$ cat src/barc_ram.sv
// Generic single-port-write, single-port-read RAM with registered read data.
module barc_ram #(
   parameter int WIDTH = 8,
   parameter int DEPTH = 256
) (
   input  logic                     clock,
   input  logic                     wr_en,
   input  logic [$clog2(DEPTH)-1:0] wr_addr,
   input  logic [WIDTH-1:0]         wr_data,
   input  logic [$clog2(DEPTH)-1:0] rd_addr,
   output logic [WIDTH-1:0]         rd_data
);

   logic [WIDTH-1:0] mem [DEPTH];
   logic [WIDTH-1:0] rd_data_ff;

   // Write port and registered read port; a read of the address being
   // written returns the old contents.
   always_ff @(posedge clock) begin
      if (wr_en) begin
         mem[wr_addr] <= wr_data;
      end
      rd_data_ff <= mem[rd_addr];
   end

   assign rd_data = rd_data_ff;

endmodule

$ cat config.mk
export PLATFORM = sky130hd
export DESIGN_NAME = barc_ram
export DESIGN_NICKNAME = d
export VERILOG_FILES = /design/src/barc_ram.sv
export SDC_FILE = /design/constraint.sdc
export NUM_CORES = 2
export LEC_CHECK = 0
export ABC_AREA = 0
export BUFFER_PORTS_ARGS = -buffer_cell sky130_fd_sc_hd__buf_4
export CELL_PAD_IN_SITES_DETAIL_PLACEMENT = 0
export CELL_PAD_IN_SITES_GLOBAL_PLACEMENT = 1
export CORE_UTILIZATION = 56
export DETAILED_ROUTE_END_ITERATION = 8
export HOLD_SLACK_MARGIN = 0.03
export PLACE_DENSITY = 0.79
export REMOVE_ABC_BUFFERS = 1
export SYNTH_ARGS = -nofsm -noshare
export SYNTH_HDL_FRONTEND = slang
export SYNTH_SLANG_ARGS = --single-unit
export TNS_END_PERCENT = 20
$ cat constraint.sdc
create_clock -name clock -period 2.6 [get_ports clock]
set_input_delay 0.26 -clock clock [delete_from_list [all_inputs] [get_ports clock]]
set_output_delay 0.26 -clock clock [all_outputs]
set_load 0.01 [all_outputs]
# After elaboration in Yosys (flattened, before gate mapping)
# Memory sizes are Yosys's and may differ from the RTL's. A register that Yosys moved wholly into a read port is not among the register bits.
# Cells that the tools add are included.
dict set report word_totals {
  mem_count 1
  mem_bits_rw 2048
  register_bits 0
}
# name depth width read_ports rd_clocked_by_memory_dff wr line_no
set mem_list {}
lappend mem_list {mem 256 8 1 1 1 14} ;# logic [WIDTH-1:0] mem [DEPTH];
dict set report classes {
  n_mux 2
}
# operator n
set op_table {}
lappend op_table {{two-way mux 1 bit} 2}

# Depth between registers and ports, before layout
dict set report logic_depth {
  depth_word 2
  depth_mapped 11
  ltp_nobuf 6
}

# Worst setup path after synthesis
# OpenSTA, ideal clock, no wires.
dict set report synth_timing {
  kind {in2reg}
  from {input port rd_addr[0]}
  to {register rd_data_ff[2], in the netlist rd_data[2] (read register of mem)}
  setup_time_ns 0.131
  arrival_ns 2.067
  path_stages 9
  path_buffers 4
  setup_slack_ns 0.402
  path_cell_list {buf_6 -> buf_12 -> buf_8 -> buf_2 -> mux4_2 -> a22oi_1 -> a21oi_1 -> nor4_1 -> nor4_2}
}
# item line_no
set synth_rtl {}
lappend synth_rtl {{from (decl)} 10} ;# input logic [$clog2(DEPTH)-1:0] rd_addr,
lappend synth_rtl {{to (decl)} 15} ;# logic [WIDTH-1:0] rd_data_ff;

==> run_results.csv <==
group,metric,value,unit
power_and_ir_drop,total_power,67.2,mW
synth,synth_edf_count,2048,
worst_setup_path,path_max_fanout,1,
detailed_routing,wl_met1,77500,um
worst_setup_path,start_kind,"flop",
detailed_routing,highest_layer,"met5",
timing,rsz0062_at_grt,"false",
placed_design,place_inst,6079,
cts,clockBufferDepth,3,
power_and_ir_drop,ir_worst_vdd,0.657,mV
finish,final-instance-count-excl-fill,6437,
finish,mostFrequentLayoutCells,"edfxtp_1 (2,048), buf_4 (628), mux4_2 (454), nor2_1 (279), clkbuf_16 (197)",
detailed_routing,wirelength,200000,um
timing,hold_violations,0,
finish,nets,4431,
detailed_routing,wl_met3,18800,um
floorplan,std_cell_rows,137,
global_route,grtUsageTotal,28.4,%
floorplan,die_w,379,um
detailed_routing,wl_met2,98200,um
cts,clock_sinks,2056,
flow_run,maxCapViolations,0,
timing,clock_skew,20.4,ps
placed_design,port_buffers,33,
synth,ys_warn_count,0,
detailed_routing,vias,41400,
synth,syn_avg_cell_area,21.3,um^2
cts,path_clk_slew,70,ps
timing,setup_viol,0,
floorplan,start_util,56.7,%
worst_setup_path,rrSetupSlack,120,ps
min_path,hold_class,"in2reg",
placed_design,place_area,86700,um^2
power_and_ir_drop,powerDensity,725,nW/um^2
synth,async_flop_share,0,%
global_route,grt_pass1_wl,289000,um
outcome,status,"finished clean",
detailed_routing,drc_errors,0,
synth,yosys_most_used_dff,"edfxtp_1",
global_route,grt_overflow,0,
detailed_routing,drt_iter0_drc,5896,
global_route,antenna_found_initial,13,
timing,report.final.slew_viol_count,0,
cts,numCtsBuffers,193,
worst_setup_path,required,3310,ps
synth,synth.cell_area,79600,um^2
global_route,grt_pass1_vias,41200,
synth,ys_seq_elements,2056,
worst_setup_path,worstSetupPathType,"reg2reg",
power_and_ir_drop,p_leak,30.0,nW
global_route,grt_max_degree,105,
worst_setup_path,cp-end-kind,"flop",
timing,max_slew.worst_pin.slew,834,ps
cts,clockRootBuffer,"clkbuf_16",
cts,htreeDepth,4,
finish,final_util,66.1,%
synth,synth_cell_types,55,
floorplan,io_pins,34,
timing,fmax,0.403,GHz
placed_design,dpl.hpwl,128000,um
finish,drive_gt1_share,31.4,%
timing,fin_tns_setup,0,ps
detailed_routing,viasPerCell,6.42,
finish,fin_area,92700,um^2
finish,fillers,8989,
placed_design,gp_congestion,0.892,
floorplan,dieArea,144000,um^2
finish,layout_commonest_cell,"edfxtp_1",
finish,syn_to_final_growth,16.5,%
timing,slew_headroom,44.2,%
timing,period_minus_slack,2480,ps
cts,tritoncts,"done",
detailed_routing,routedWlPerCell,31.1,um
synth,synth_seq_area_share,77.5,%
worst_setup_path,worst_ep_arrival_time,3190,ps
detailed_routing,final_antenna_net_count,0,
detailed_routing,drt_first_pass_iters,5,
floorplan,die_h,379,um
floorplan,core,140000,um^2
synth,synthCells,3733,
cts,clock_latency,810,ps
timing,period_share,95.4,%
[path summary, 6_finish.rpt]
check / startpoint / depth (start not counted) / to
min reg2reg: mem[32][5] / 7 / rd_data[5]
max: mem[68][4] / 6 / rd_data[4]
min: wr_data[1] / 1 / mem[144][1]
max reg2reg: mem[68][4] / 6 / rd_data[4]
[worst max-delay path: stages, from the launching register on]
cell	delay, ps
edfxtp_1	390
mux4_2	480
mux4_2	510
nor2b_1	160
nor4_1	580
buf_4	220
nor4_1	40
[cell usage after synthesis, types with 3 or more instances]
| cell type | instances | area share [%] |
|---|---|---|
| a22o_1 | 8 | 0.088 |
| and2_1 | 6 | 0.047 |
| o21ai_0 | 10 | 0.063 |
| o32ai_1 | 4 | 0.044 |
| mux4_2 | 454 | 13 |
| dfxtp_1 | 8 | 0.20 |
| nand2b_1 | 8 | 0.063 |
| buf_8 | 13 | 0.25 |
| nand4_1 | 10 | 0.079 |
| nand3_1 | 34 | 0.21 |
| buf_6 | 21 | 0.30 |
| nor2b_1 | 31 | 0.24 |
| a211oi_1 | 16 | 0.15 |
| nor4_1 | 24 | 0.19 |
| a22oi_1 | 133 | 1.3 |
| buf_1 | 22 | 0.10 |
| o22ai_1 | 28 | 0.22 |
| buf_12 | 8 | 0.20 |
| a221oi_1 | 13 | 0.14 |
| o22a_1 | 5 | 0.055 |
| buf_2 | 31 | 0.20 |
| nor4_2 | 3 | 0.047 |
| nor2_1 | 282 | 1.3 |
| clkbuf_1 | 111 | 0.52 |
| edfxtp_1 | 2048 | 77 |
| a21oi_1 | 96 | 0.60 |
| o221ai_1 | 46 | 0.51 |
| buf_4 | 27 | 0.25 |
| or2_2 | 4 | 0.031 |
| o211ai_1 | 10 | 0.094 |
| nor3_1 | 22 | 0.14 |
| nand2_1 | 33 | 0.16 |
| mux2i_1 | 134 | 1.7 |
[layer usage]
layer | up-vias | global-route usage [%]
met5 | - | 0
met4 | 14 | 8.42
met3 | 298 | 5.20
met2 | 2260 | 45.6
met1 | 21700 | 40.2
li1 | 17000 | -
[through the flow]
stage | worst slack, ps | hold WS, ps
6_report | 119 | 54.2
5_1_grt | 76.5 | 104
4_1_cts | 43.7 | 103
3_5_place_dp | -717 | 730
3_3_place_gp | -661 | 725
2_1_floorplan | -67.8 | 359
[cell families (layout without fill, tap and decap cells)]
kind of cell | Yosys count | in the layout | share of synthesized area [%]
AOI/OAI and AO/OA | 385 | 385 | 3.42
buffers and inverters | 235 | 1062 | 1.83
DFF | 2056 | 2056 | 77.5
muxes | 591 | 591 | 14.6
other | 0 | 1 | 0
and+or+nand+nor | 466 | 466 | 2.63
[sequential cells by signal (all words and copies together), names as in the netlist]
signal	count
mem	2048
rd_data	8
[area by class of cell]
cell class / instances / area (um^2) / share of cell area [%]
sequential: 2056 / 61700 / 66.5
clock inverter: 95 / 731 / 0.788
timing repair buffer: 710 / 6230 / 6.72
multi-input combinational: 1442 / 16500 / 17.8
clock buffer: 255 / 5180 / 5.59
inverter: 2 / 7.51 / 0.00810
antenna: 1 / 2.50 / 0.00270
tap: 1876 / 2350 / 2.53
[what timing repair did]
item / in CTS / in global routing
resized for setup: 2 / 1
hold buffers: 7 / 0
endpoints found under the hold margin: 320 / 0
buffers inserted: 0 / 0
endpoints found under the setup margin: 2 / 1
[power breakdown]
| part | internal (mW) | switching [mW] |
|---|---|---|
| combinational | 1.54 | 2.27 |
| clock | 15.0 | 11.7 |
| sequential | 36.5 | 0.0754 |
| total | 53.1 | 14.1 |
(Power assumes the default switching activity.)
