===== config.mk =====
export PLATFORM = sky130hd
export DESIGN_NAME = barc_core
export DESIGN_NICKNAME = d
export VERILOG_FILES = /design/src/barc_pkg.sv /design/src/barc_core.sv
export SDC_FILE = /design/constraint.sdc
export NUM_CORES = 1
export LEC_CHECK = 0
export BUFFER_PORTS_ARGS = -buffer_cell sky130_fd_sc_hd__buf_2
export CORE_UTILIZATION = 60
export CTS_BUF_LIST = sky130_fd_sc_hd__clkbuf_4 sky130_fd_sc_hd__clkbuf_8
export DETAILED_ROUTE_END_ITERATION = 10
export PLACE_DENSITY = 0.91
export SYNTH_ARGS = -nofsm -noshare
export SYNTH_HDL_FRONTEND = slang
export SYNTH_SLANG_ARGS = --single-unit

===== constraint.sdc =====
create_clock -name clock -period 13.07 [get_ports clock]
set_input_delay 2.614 -clock clock [delete_from_list [all_inputs] [get_ports clock]]
set_output_delay 2.614 -clock clock [all_outputs]
set_load 0.03 [all_outputs]

===== src/barc_pkg.sv =====
// Shared types, codes and constants of the bump allocator with release count.
package barc_pkg;

   // Arena geometry and widths.
   localparam int BUFFER_BYTES = 4096;
   localparam int PREFIX_BYTES = 8;
   localparam int OFF_W        = 13;
   localparam int SLOT_W       = $clog2(BUFFER_BYTES);
   localparam int ADDR_W       = 32;
   localparam int CSR_IDX_W    = 2;
   localparam int OFFSET_MAX   = 8191;
   localparam int LINE_LOG2_MAX = 12;

   // Command codes; codes above query behave as query.
   typedef enum logic [2:0] {
      CMD_ALLOC  = 3'd0,
      CMD_FREE   = 3'd1,
      CMD_SEAL   = 3'd2,
      CMD_REUSE  = 3'd3,
      CMD_QUERY  = 3'd4
   } command_type;

   // Status codes.
   localparam logic [1:0] ST_OK          = 2'd0;
   localparam logic [1:0] ST_NO_SPACE    = 2'd1;
   localparam logic [1:0] ST_OUT_OF_RANGE = 2'd2;
   localparam logic [1:0] ST_NOT_DRAINED = 2'd3;

   // Configuration register indexes.
   localparam logic [CSR_IDX_W-1:0] CSR_BASE_ADDRESS = 2'd0;
   localparam logic [CSR_IDX_W-1:0] CSR_BUFFER_SIZE  = 2'd1;
   localparam logic [CSR_IDX_W-1:0] CSR_ALIGN_ENABLE = 2'd2;
   localparam logic [CSR_IDX_W-1:0] CSR_LINE_LOG2    = 2'd3;

   // Configuration register set.
   typedef struct packed {
      logic [ADDR_W-1:0] base_address;
      logic [OFF_W-1:0]  buffer_size;
      logic              align_enable;
      logic [3:0]        line_log2;
   } cfg_type;

   // One command word as held in the input register.
   typedef struct packed {
      logic [2:0]        command;
      logic [OFF_W-1:0]  request_bytes;
      logic [ADDR_W-1:0] release_address;
   } item_type;

   // Write side of the length store.
   typedef struct packed {
      logic              en;
      logic [SLOT_W-1:0] addr;
      logic [OFF_W-1:0]  data;
   } store_wr_type;

   // One result word.
   typedef struct packed {
      logic              valid;
      logic [1:0]        status;
      logic [ADDR_W-1:0] granted_address;
      logic [OFF_W-1:0]  free_bytes;
      logic [OFF_W-1:0]  released_bytes;
      logic              drained;
   } rsp_type;

endpackage


===== src/barc_core.sv =====
// Execute stage: arena pointers, command decode and the result register.
module barc_core (
   input  logic                      clock,
   input  logic                      reset,
   input  barc_pkg::cfg_type         cfg,
   input  logic                      item_valid,
   input  barc_pkg::item_type        item,
   input  logic [barc_pkg::OFF_W-1:0] stored_len,
   output barc_pkg::store_wr_type    store_wr,
   output barc_pkg::rsp_type         rsp
);

   localparam int OFF_W  = barc_pkg::OFF_W;
   localparam int ADDR_W = barc_pkg::ADDR_W;

   logic [OFF_W-1:0] alloc_offset_ff, alloc_offset_in;
   logic [OFF_W-1:0] release_offset_ff, release_offset_in;
   logic [OFF_W-1:0] seal_mark_ff, seal_mark_in;
   barc_pkg::rsp_type rsp_ff, rsp_in;

   logic [OFF_W-1:0]  arena_end;
   logic              sealed;
   logic              drained_now;
   logic [3:0]        line_lg;
   logic [OFF_W:0]    line_mask;
   logic [OFF_W:0]    total_raw;
   logic [OFF_W:0]    total;
   logic [OFF_W:0]    room;
   logic              fits;
   logic [ADDR_W:0]   range_lo;
   logic [ADDR_W:0]   range_hi;
   logic              in_range;
   logic [OFF_W+1:0]  release_sum;
   logic [OFF_W-1:0]  release_sat;
   logic [1:0]        status;
   logic [ADDR_W-1:0] granted;
   logic              drained_next;

   // Arena end, sealed test and alignment of the allocation size.
   always_comb begin
      arena_end = (cfg.buffer_size < OFF_W'(barc_pkg::BUFFER_BYTES)) ?
                  cfg.buffer_size : OFF_W'(barc_pkg::BUFFER_BYTES);
      sealed      = alloc_offset_ff > arena_end;
      drained_now = sealed && (release_offset_ff >= seal_mark_ff);
      line_lg     = (cfg.line_log2 > 4'(barc_pkg::LINE_LOG2_MAX)) ?
                    4'(barc_pkg::LINE_LOG2_MAX) : cfg.line_log2;
      line_mask   = ((OFF_W+1)'(1) << line_lg) - (OFF_W+1)'(1);
      total_raw   = {1'b0, item.request_bytes} + (OFF_W+1)'(barc_pkg::PREFIX_BYTES);
      total       = cfg.align_enable ? ((total_raw + line_mask) & ~line_mask) : total_raw;
      room        = {1'b0, arena_end} - {1'b0, alloc_offset_ff};
      fits        = !sealed && (total <= room);
   end

   // Address range check and release advance for a free.
   always_comb begin
      range_lo    = {1'b0, cfg.base_address} + (ADDR_W+1)'(barc_pkg::PREFIX_BYTES);
      range_hi    = {1'b0, cfg.base_address} + (ADDR_W+1)'(arena_end);
      in_range    = ({1'b0, item.release_address} >= range_lo) &&
                    ({1'b0, item.release_address} < range_hi);
      release_sum = {2'b00, release_offset_ff} + (OFF_W+2)'(barc_pkg::PREFIX_BYTES) +
                    {2'b00, stored_len};
      release_sat = (release_sum > (OFF_W+2)'(barc_pkg::OFFSET_MAX)) ?
                    OFF_W'(barc_pkg::OFFSET_MAX) : release_sum[OFF_W-1:0];
   end

   // Command decode and next pointer values.
   always_comb begin
      alloc_offset_in   = alloc_offset_ff;
      release_offset_in = release_offset_ff;
      seal_mark_in      = seal_mark_ff;
      status            = barc_pkg::ST_OK;
      granted           = '0;
      store_wr.en       = 1'b0;
      store_wr.addr     = alloc_offset_ff[barc_pkg::SLOT_W-1:0];
      store_wr.data     = total[OFF_W-1:0] - OFF_W'(barc_pkg::PREFIX_BYTES);

      unique case (item.command)
         barc_pkg::CMD_ALLOC: begin
            if (fits) begin
               store_wr.en     = item_valid;
               granted         = cfg.base_address + ADDR_W'(alloc_offset_ff) +
                                 ADDR_W'(barc_pkg::PREFIX_BYTES);
               alloc_offset_in = alloc_offset_ff + total[OFF_W-1:0];
            end else begin
               status = barc_pkg::ST_NO_SPACE;
            end
         end
         barc_pkg::CMD_FREE: begin
            if (in_range) begin
               release_offset_in = release_sat;
            end else begin
               status = barc_pkg::ST_OUT_OF_RANGE;
            end
         end
         barc_pkg::CMD_SEAL: begin
            if (!sealed) begin
               seal_mark_in    = alloc_offset_ff;
               alloc_offset_in = arena_end + OFF_W'(1);
            end
         end
         barc_pkg::CMD_REUSE: begin
            if (drained_now) begin
               alloc_offset_in   = '0;
               release_offset_in = '0;
               seal_mark_in      = '0;
            end else begin
               status = barc_pkg::ST_NOT_DRAINED;
            end
         end
         default: begin
         end
      endcase

      drained_next = (alloc_offset_in > arena_end) && (release_offset_in >= seal_mark_in);
      if ((item.command == barc_pkg::CMD_SEAL) && !drained_next) begin
         status = barc_pkg::ST_NOT_DRAINED;
      end
   end

   // Result word, taken after the update.
   always_comb begin
      rsp_in.valid           = item_valid;
      rsp_in.status          = status;
      rsp_in.granted_address = granted;
      rsp_in.free_bytes      = (alloc_offset_in < arena_end) ?
                               (arena_end - alloc_offset_in) : '0;
      rsp_in.released_bytes  = release_offset_in;
      rsp_in.drained         = drained_next;
   end

   // Pointer state and result register.
   always_ff @(posedge clock) begin
      if (reset) begin
         alloc_offset_ff   <= '0;
         release_offset_ff <= '0;
         seal_mark_ff      <= '0;
         rsp_ff.valid      <= 1'b0;
      end else begin
         if (item_valid) begin
            alloc_offset_ff   <= alloc_offset_in;
            release_offset_ff <= release_offset_in;
            seal_mark_ff      <= seal_mark_in;
         end
         rsp_ff.valid <= rsp_in.valid;
      end
      rsp_ff.status          <= rsp_in.status;
      rsp_ff.granted_address <= rsp_in.granted_address;
      rsp_ff.free_bytes      <= rsp_in.free_bytes;
      rsp_ff.released_bytes  <= rsp_in.released_bytes;
      rsp_ff.drained         <= rsp_in.drained;
   end

   assign rsp = rsp_ff;

endmodule


After elaboration in Yosys (flattened, before gate mapping)
Cells that the tools add are included.

storage, ports and cells
  register bits = 101
  input port bits = 114
  output and inout port bits = 88
  word-level logic and storage cells = 69

cells by class
  add/subtract/negate cells = 14
  $lt $le $gt $ge = 11
  equal/unequal tests = 3
  shift operators = 1
  muxes and demuxes = 20
  bitwise logic cells = 2
  reduce and logical (&&, ||, !) cells = 9

operators with widths
  kind                     number
  $mux W13                 9
  $pmux W13 S2             2
  $pmux W13 S3             1
  $add A32 B13 Y33         1
  $add A32 B4 Y33 const B  1
  $ge A32 B33 Y1           1
  $lt A32 B33 Y1           1
  $add A32 B13 Y32         1
  $add A32 B4 Y32 const B  1
  $add A13 B4 Y14 const B  2
  $ge A13 B13 Y1           2
  $gt A13 B13 Y1           2
  $add A14 B13 Y15         1
  $gt A15 B13 Y1 const B   1
  $add A14 B14 Y14         1
  $and A14 B14 Y14         1
  $le A14 B14 Y1           1
  $mux W14                 1
  $not A14 Y14             1
  $shl A1 B4 Y14 const A   1
  $sub A13 B13 Y14         1
  $sub A14 B2 Y14 const B  1
  $add A13 B1 Y13 const B  1
  $add A13 B13 Y13         1
  15 further kinds         24

Depth between registers and ports, before layout
  word-level depth = 15
  depth in mapped cells = 38
  mapped depth without buffers = 36

Least setup slack after synthesis
Ideal clock, no wire load.

  path type = input -> output
  start = input port cfg[3] (netlist name)
  end = output port store_wr[25] (netlist name)
  data arrival time = 8.208 ns
  data required time = 10.456 ns
  setup slack = 2.248 ns
  stages on the path = 24
  buffers on the path = 4
  cell sequence = clkbuf_1 or2_2 or3b_2 ha_1 xor2_1 ha_1 and3_1 a221o_1 a31o_1 nor2b_1 a311oi_2 o21ai_1 xor2_1 a31oi_2 inv_1 ha_1 a211oi_1 nand3_1 o21ai_0 nand3_1 clkbuf_1 clkbuf_1 clkbuf_1 nor2_1

RTL lines
  element          line            text
  start, declared  barc_core.sv:5  input barc_pkg::cfg_type cfg,
  end, declared    barc_core.sv:9  output barc_pkg::store_wr_type store_wr,

==> results.cfg <==
[synthesis]
synthTopCellsByCount = 222 x ha_1, 146 x nor2_1, 102 x nand2_1, 101 x dfxtp_1, 101 x inv_1
synth.distinct_cells = 81
syn-cell-area_um2 = 12200
yosys_most_used_dff = dfxtp_1
yosys.area.top_type = ha_1
yosysWarnings = 0
synth_top_area_share_pct = 22.8
synth_async_sr_flop_share_pct = 0
synth-edff-count = 0
synth-seq-cells = 101
netlist_top_cells_area = ha_1 23%, dfxtp_1 17%, xor2_1 5.8%
yosysMostFrequentCell = ha_1
syn_nets = 1902
synthCells = 1559
yosysSeqAreaShare_pct = 16.6
syn_area_per_cell_um2 = 7.81

[detailed_routing]
vias_per_cell = 6.21
drt_iter0_drc = 920
postRouteAntennaNets = 0
drc = 0
wl_mm = 35.0
dr.pass1.iters = 5
vias = 12300
wl_per_cell_um = 17.7

[sta]
skew_ns = 0.0259
setup_tns_ns = 0
max-slew-margin-rel_pct = 16.2
setup_viol = 0
rsz0062_at_grt = false
period_minus_slack_ns = 10.84
whs_ns = 0.515
hold_violations = 0
min_period_over_period_pct = 82.9
worstMarginPinSlew_ns = 1.25
drv_slew = 0
timing.fmax_mhz = 92.3

[flow_run]
drv_cap = 0

[clock_network]
max-clock-path-buffers = 2
htreeDepth = 3
hold_buffers = 0
cts.repair.resized = 0
cts_buffers = 9
cts_root_buf = clkbuf_8
clock-sinks = 101
postCtsSetupBuffers = 0
clkTransAtPathRegs_ns = 0.12
clk_latency_ns = 0.40
cts_tree = done

[hold_path]
hp-class = flip-flop to flip-flop

[final_layout]
nets = 2048
final_util_pct = 68.4
fill_cells = 1660
area_growth_pct = 10.4
instances_no_fill = 1975
drive_above_1_share_pct = 14.4
insertedDiodeCount = 0

[power]
switching_power_w = 0.000464
seq_power_share_pct = 32.1
power_density_nw_per_um2 = 79.4
pwr-share-clk_pct = 19.8
power_frac_comb_pct = 48.1
irDropWorstVdd_v = 0.0000495
leakagePower_nw = 6.48
p_int_w = 0.000603
total_power_w = 0.00107
p_sw_share_pct = 43.5

[critical_path]
path_class = input pin to output port
endpoint_kind = output port
crit_required_ns = 10.46
path_max_fanout = 14
startpoint_type = input pin
cp.arrival_ns = 8.22

[floorplanning]
die_w_um = 144
io_pins = 202
fp.dieH_um = 144
rows = 51
start_util_pct = 61.9
core_um2 = 19700
dieArea_um2 = 20900

[placement]
portBuffers = 201
dp_cells = 1959
dp_hpwl_mm = 28.4
globalplace.congestion = 0.973

[outcome]
status = finished clean

[global_routing]
grt_util_all_layers_pct = 33.4
grt_pass1_wl_mm = 55.3
grt_max_degree = 58
grt_pass1_vias = 11500
grt_overflow_total = 0
antenna_found_initial = 1
==> routing by layer <==
layer / part of all wire [%] / up-vias / global-route usage [%]
li1: - / 5907 / -
met1: 41 / 5692 / 40.5
met2: 47 / 561 / 58.2
met3: 8.3 / 109 / 5.73
met4: 3.2 / 2 / 13.1
met5: 0.037 / - / 0
==> critical path: stages <==
cell	delay, ns
buf_2	0.17
or2_2	0.35
or3b_2	0.46
ha_1	0.29
xor2_1	0.20
ha_1	0.34
and3_1	0.16
a221o_1	0.35
a31o_1	0.26
nor2b_1	0.15
a311oi_2	0.35
o21ai_1	0.14
xor2_1	0.17
a31oi_2	0.26
inv_1	0.11
ha_1	0.34
a211oi_1	0.26
nand3_1	0.10
o21ai_0	0.50
nand3_1	0.19
nor2_1	0.20
buf_2	0.25
==> worst paths after layout <==
kind                            from               to  slack [ns]  cells past startpoint
setup reg to reg  alloc_offset_ff[1]          rsp[17]        5.65                     30
hold / removal       seal_mark_ff[2]  seal_mark_ff[2]        0.51                      2
setup / recovery              cfg[3]     store_wr[25]        2.23                     22
hold reg to reg      seal_mark_ff[2]  seal_mark_ff[2]        0.51                      2
==> cells by family after synthesis <==
kind of cell	count (synthesis)	synth area share, %
DFF	101	16.6
other	1	0.0308
buffers and inverters	174	5.85
and+or+nand+nor	496	20.1
xor gates and xnor gates	151	11.0
muxes	3	0.247
adders and majority gates	229	24.0
AOI/OAI and AO/OA	404	22.2
==> sequential cells by signal, indices dropped and copies added, names as in the netlist <==
name / count
rsp: 62
release_offset_ff: 13
alloc_offset_ff: 13
seal_mark_ff: 13
==> placed cells by master (no fill, tap or decap), types with 20 or more instances in the layout <==
cell | netlist | layout
a211oi_1 | 27 | 27
inv_1 | 101 | 101
a21oi_1 | 99 | 99
a22oi_1 | 24 | 24
dfxtp_1 | 101 | 101
buf_2 | 4 | 201
xnor2_1 | 70 | 70
o21a_1 | 22 | 22
nor3_1 | 49 | 49
nand2_1 | 102 | 102
nand3_1 | 40 | 40
nor2b_1 | 31 | 31
xor2_1 | 80 | 80
and3_1 | 20 | 20
ha_1 | 222 | 222
nor2_1 | 146 | 146
a21o_1 | 54 | 54
nand4_1 | 28 | 28
o21ai_0 | 64 | 64
==> final cells by class <==
class	instances	area (µm²)	area share (%)
flip-flops and latches	101	2020	15.1
multi-input cells	1284	9440	70.3
inverters	103	387	2.88
well taps	265	332	2.47
clock inverters	7	88.8	0.661
repair buffers	206	1040	7.77
clock buffers	9	124	0.922
==> power by group through the flow <==
| stage | Combinational, W | Clock [W] | Sequential [W] |
|---|---|---|---|
| 2_1_floorplan | 0.000337 | 0 | 0.000378 |
| 3_3_place_gp | 0.000487 | 0 | 0.000348 |
| 3_5_place_dp | 0.000501 | 0 | 0.000349 |
| 4_1_cts | 0.000505 | 0.000212 | 0.000342 |
| 5_1_grt | 0.000564 | 0.000225 | 0.000344 |
| 6_report | 0.000513 | 0.000212 | 0.000342 |
==> per-stage QoR <==
step,instance area (µm²),setup slack (ns)
2_1_floorplan,12200,2.25
3_3_place_gp,13200,2.48
3_5_place_dp,13200,2.36
4_1_cts,13400,2.34
5_1_grt,13400,1.99
6_report,13400,2.23
Note: power is estimated with default switching activity, not from simulation.
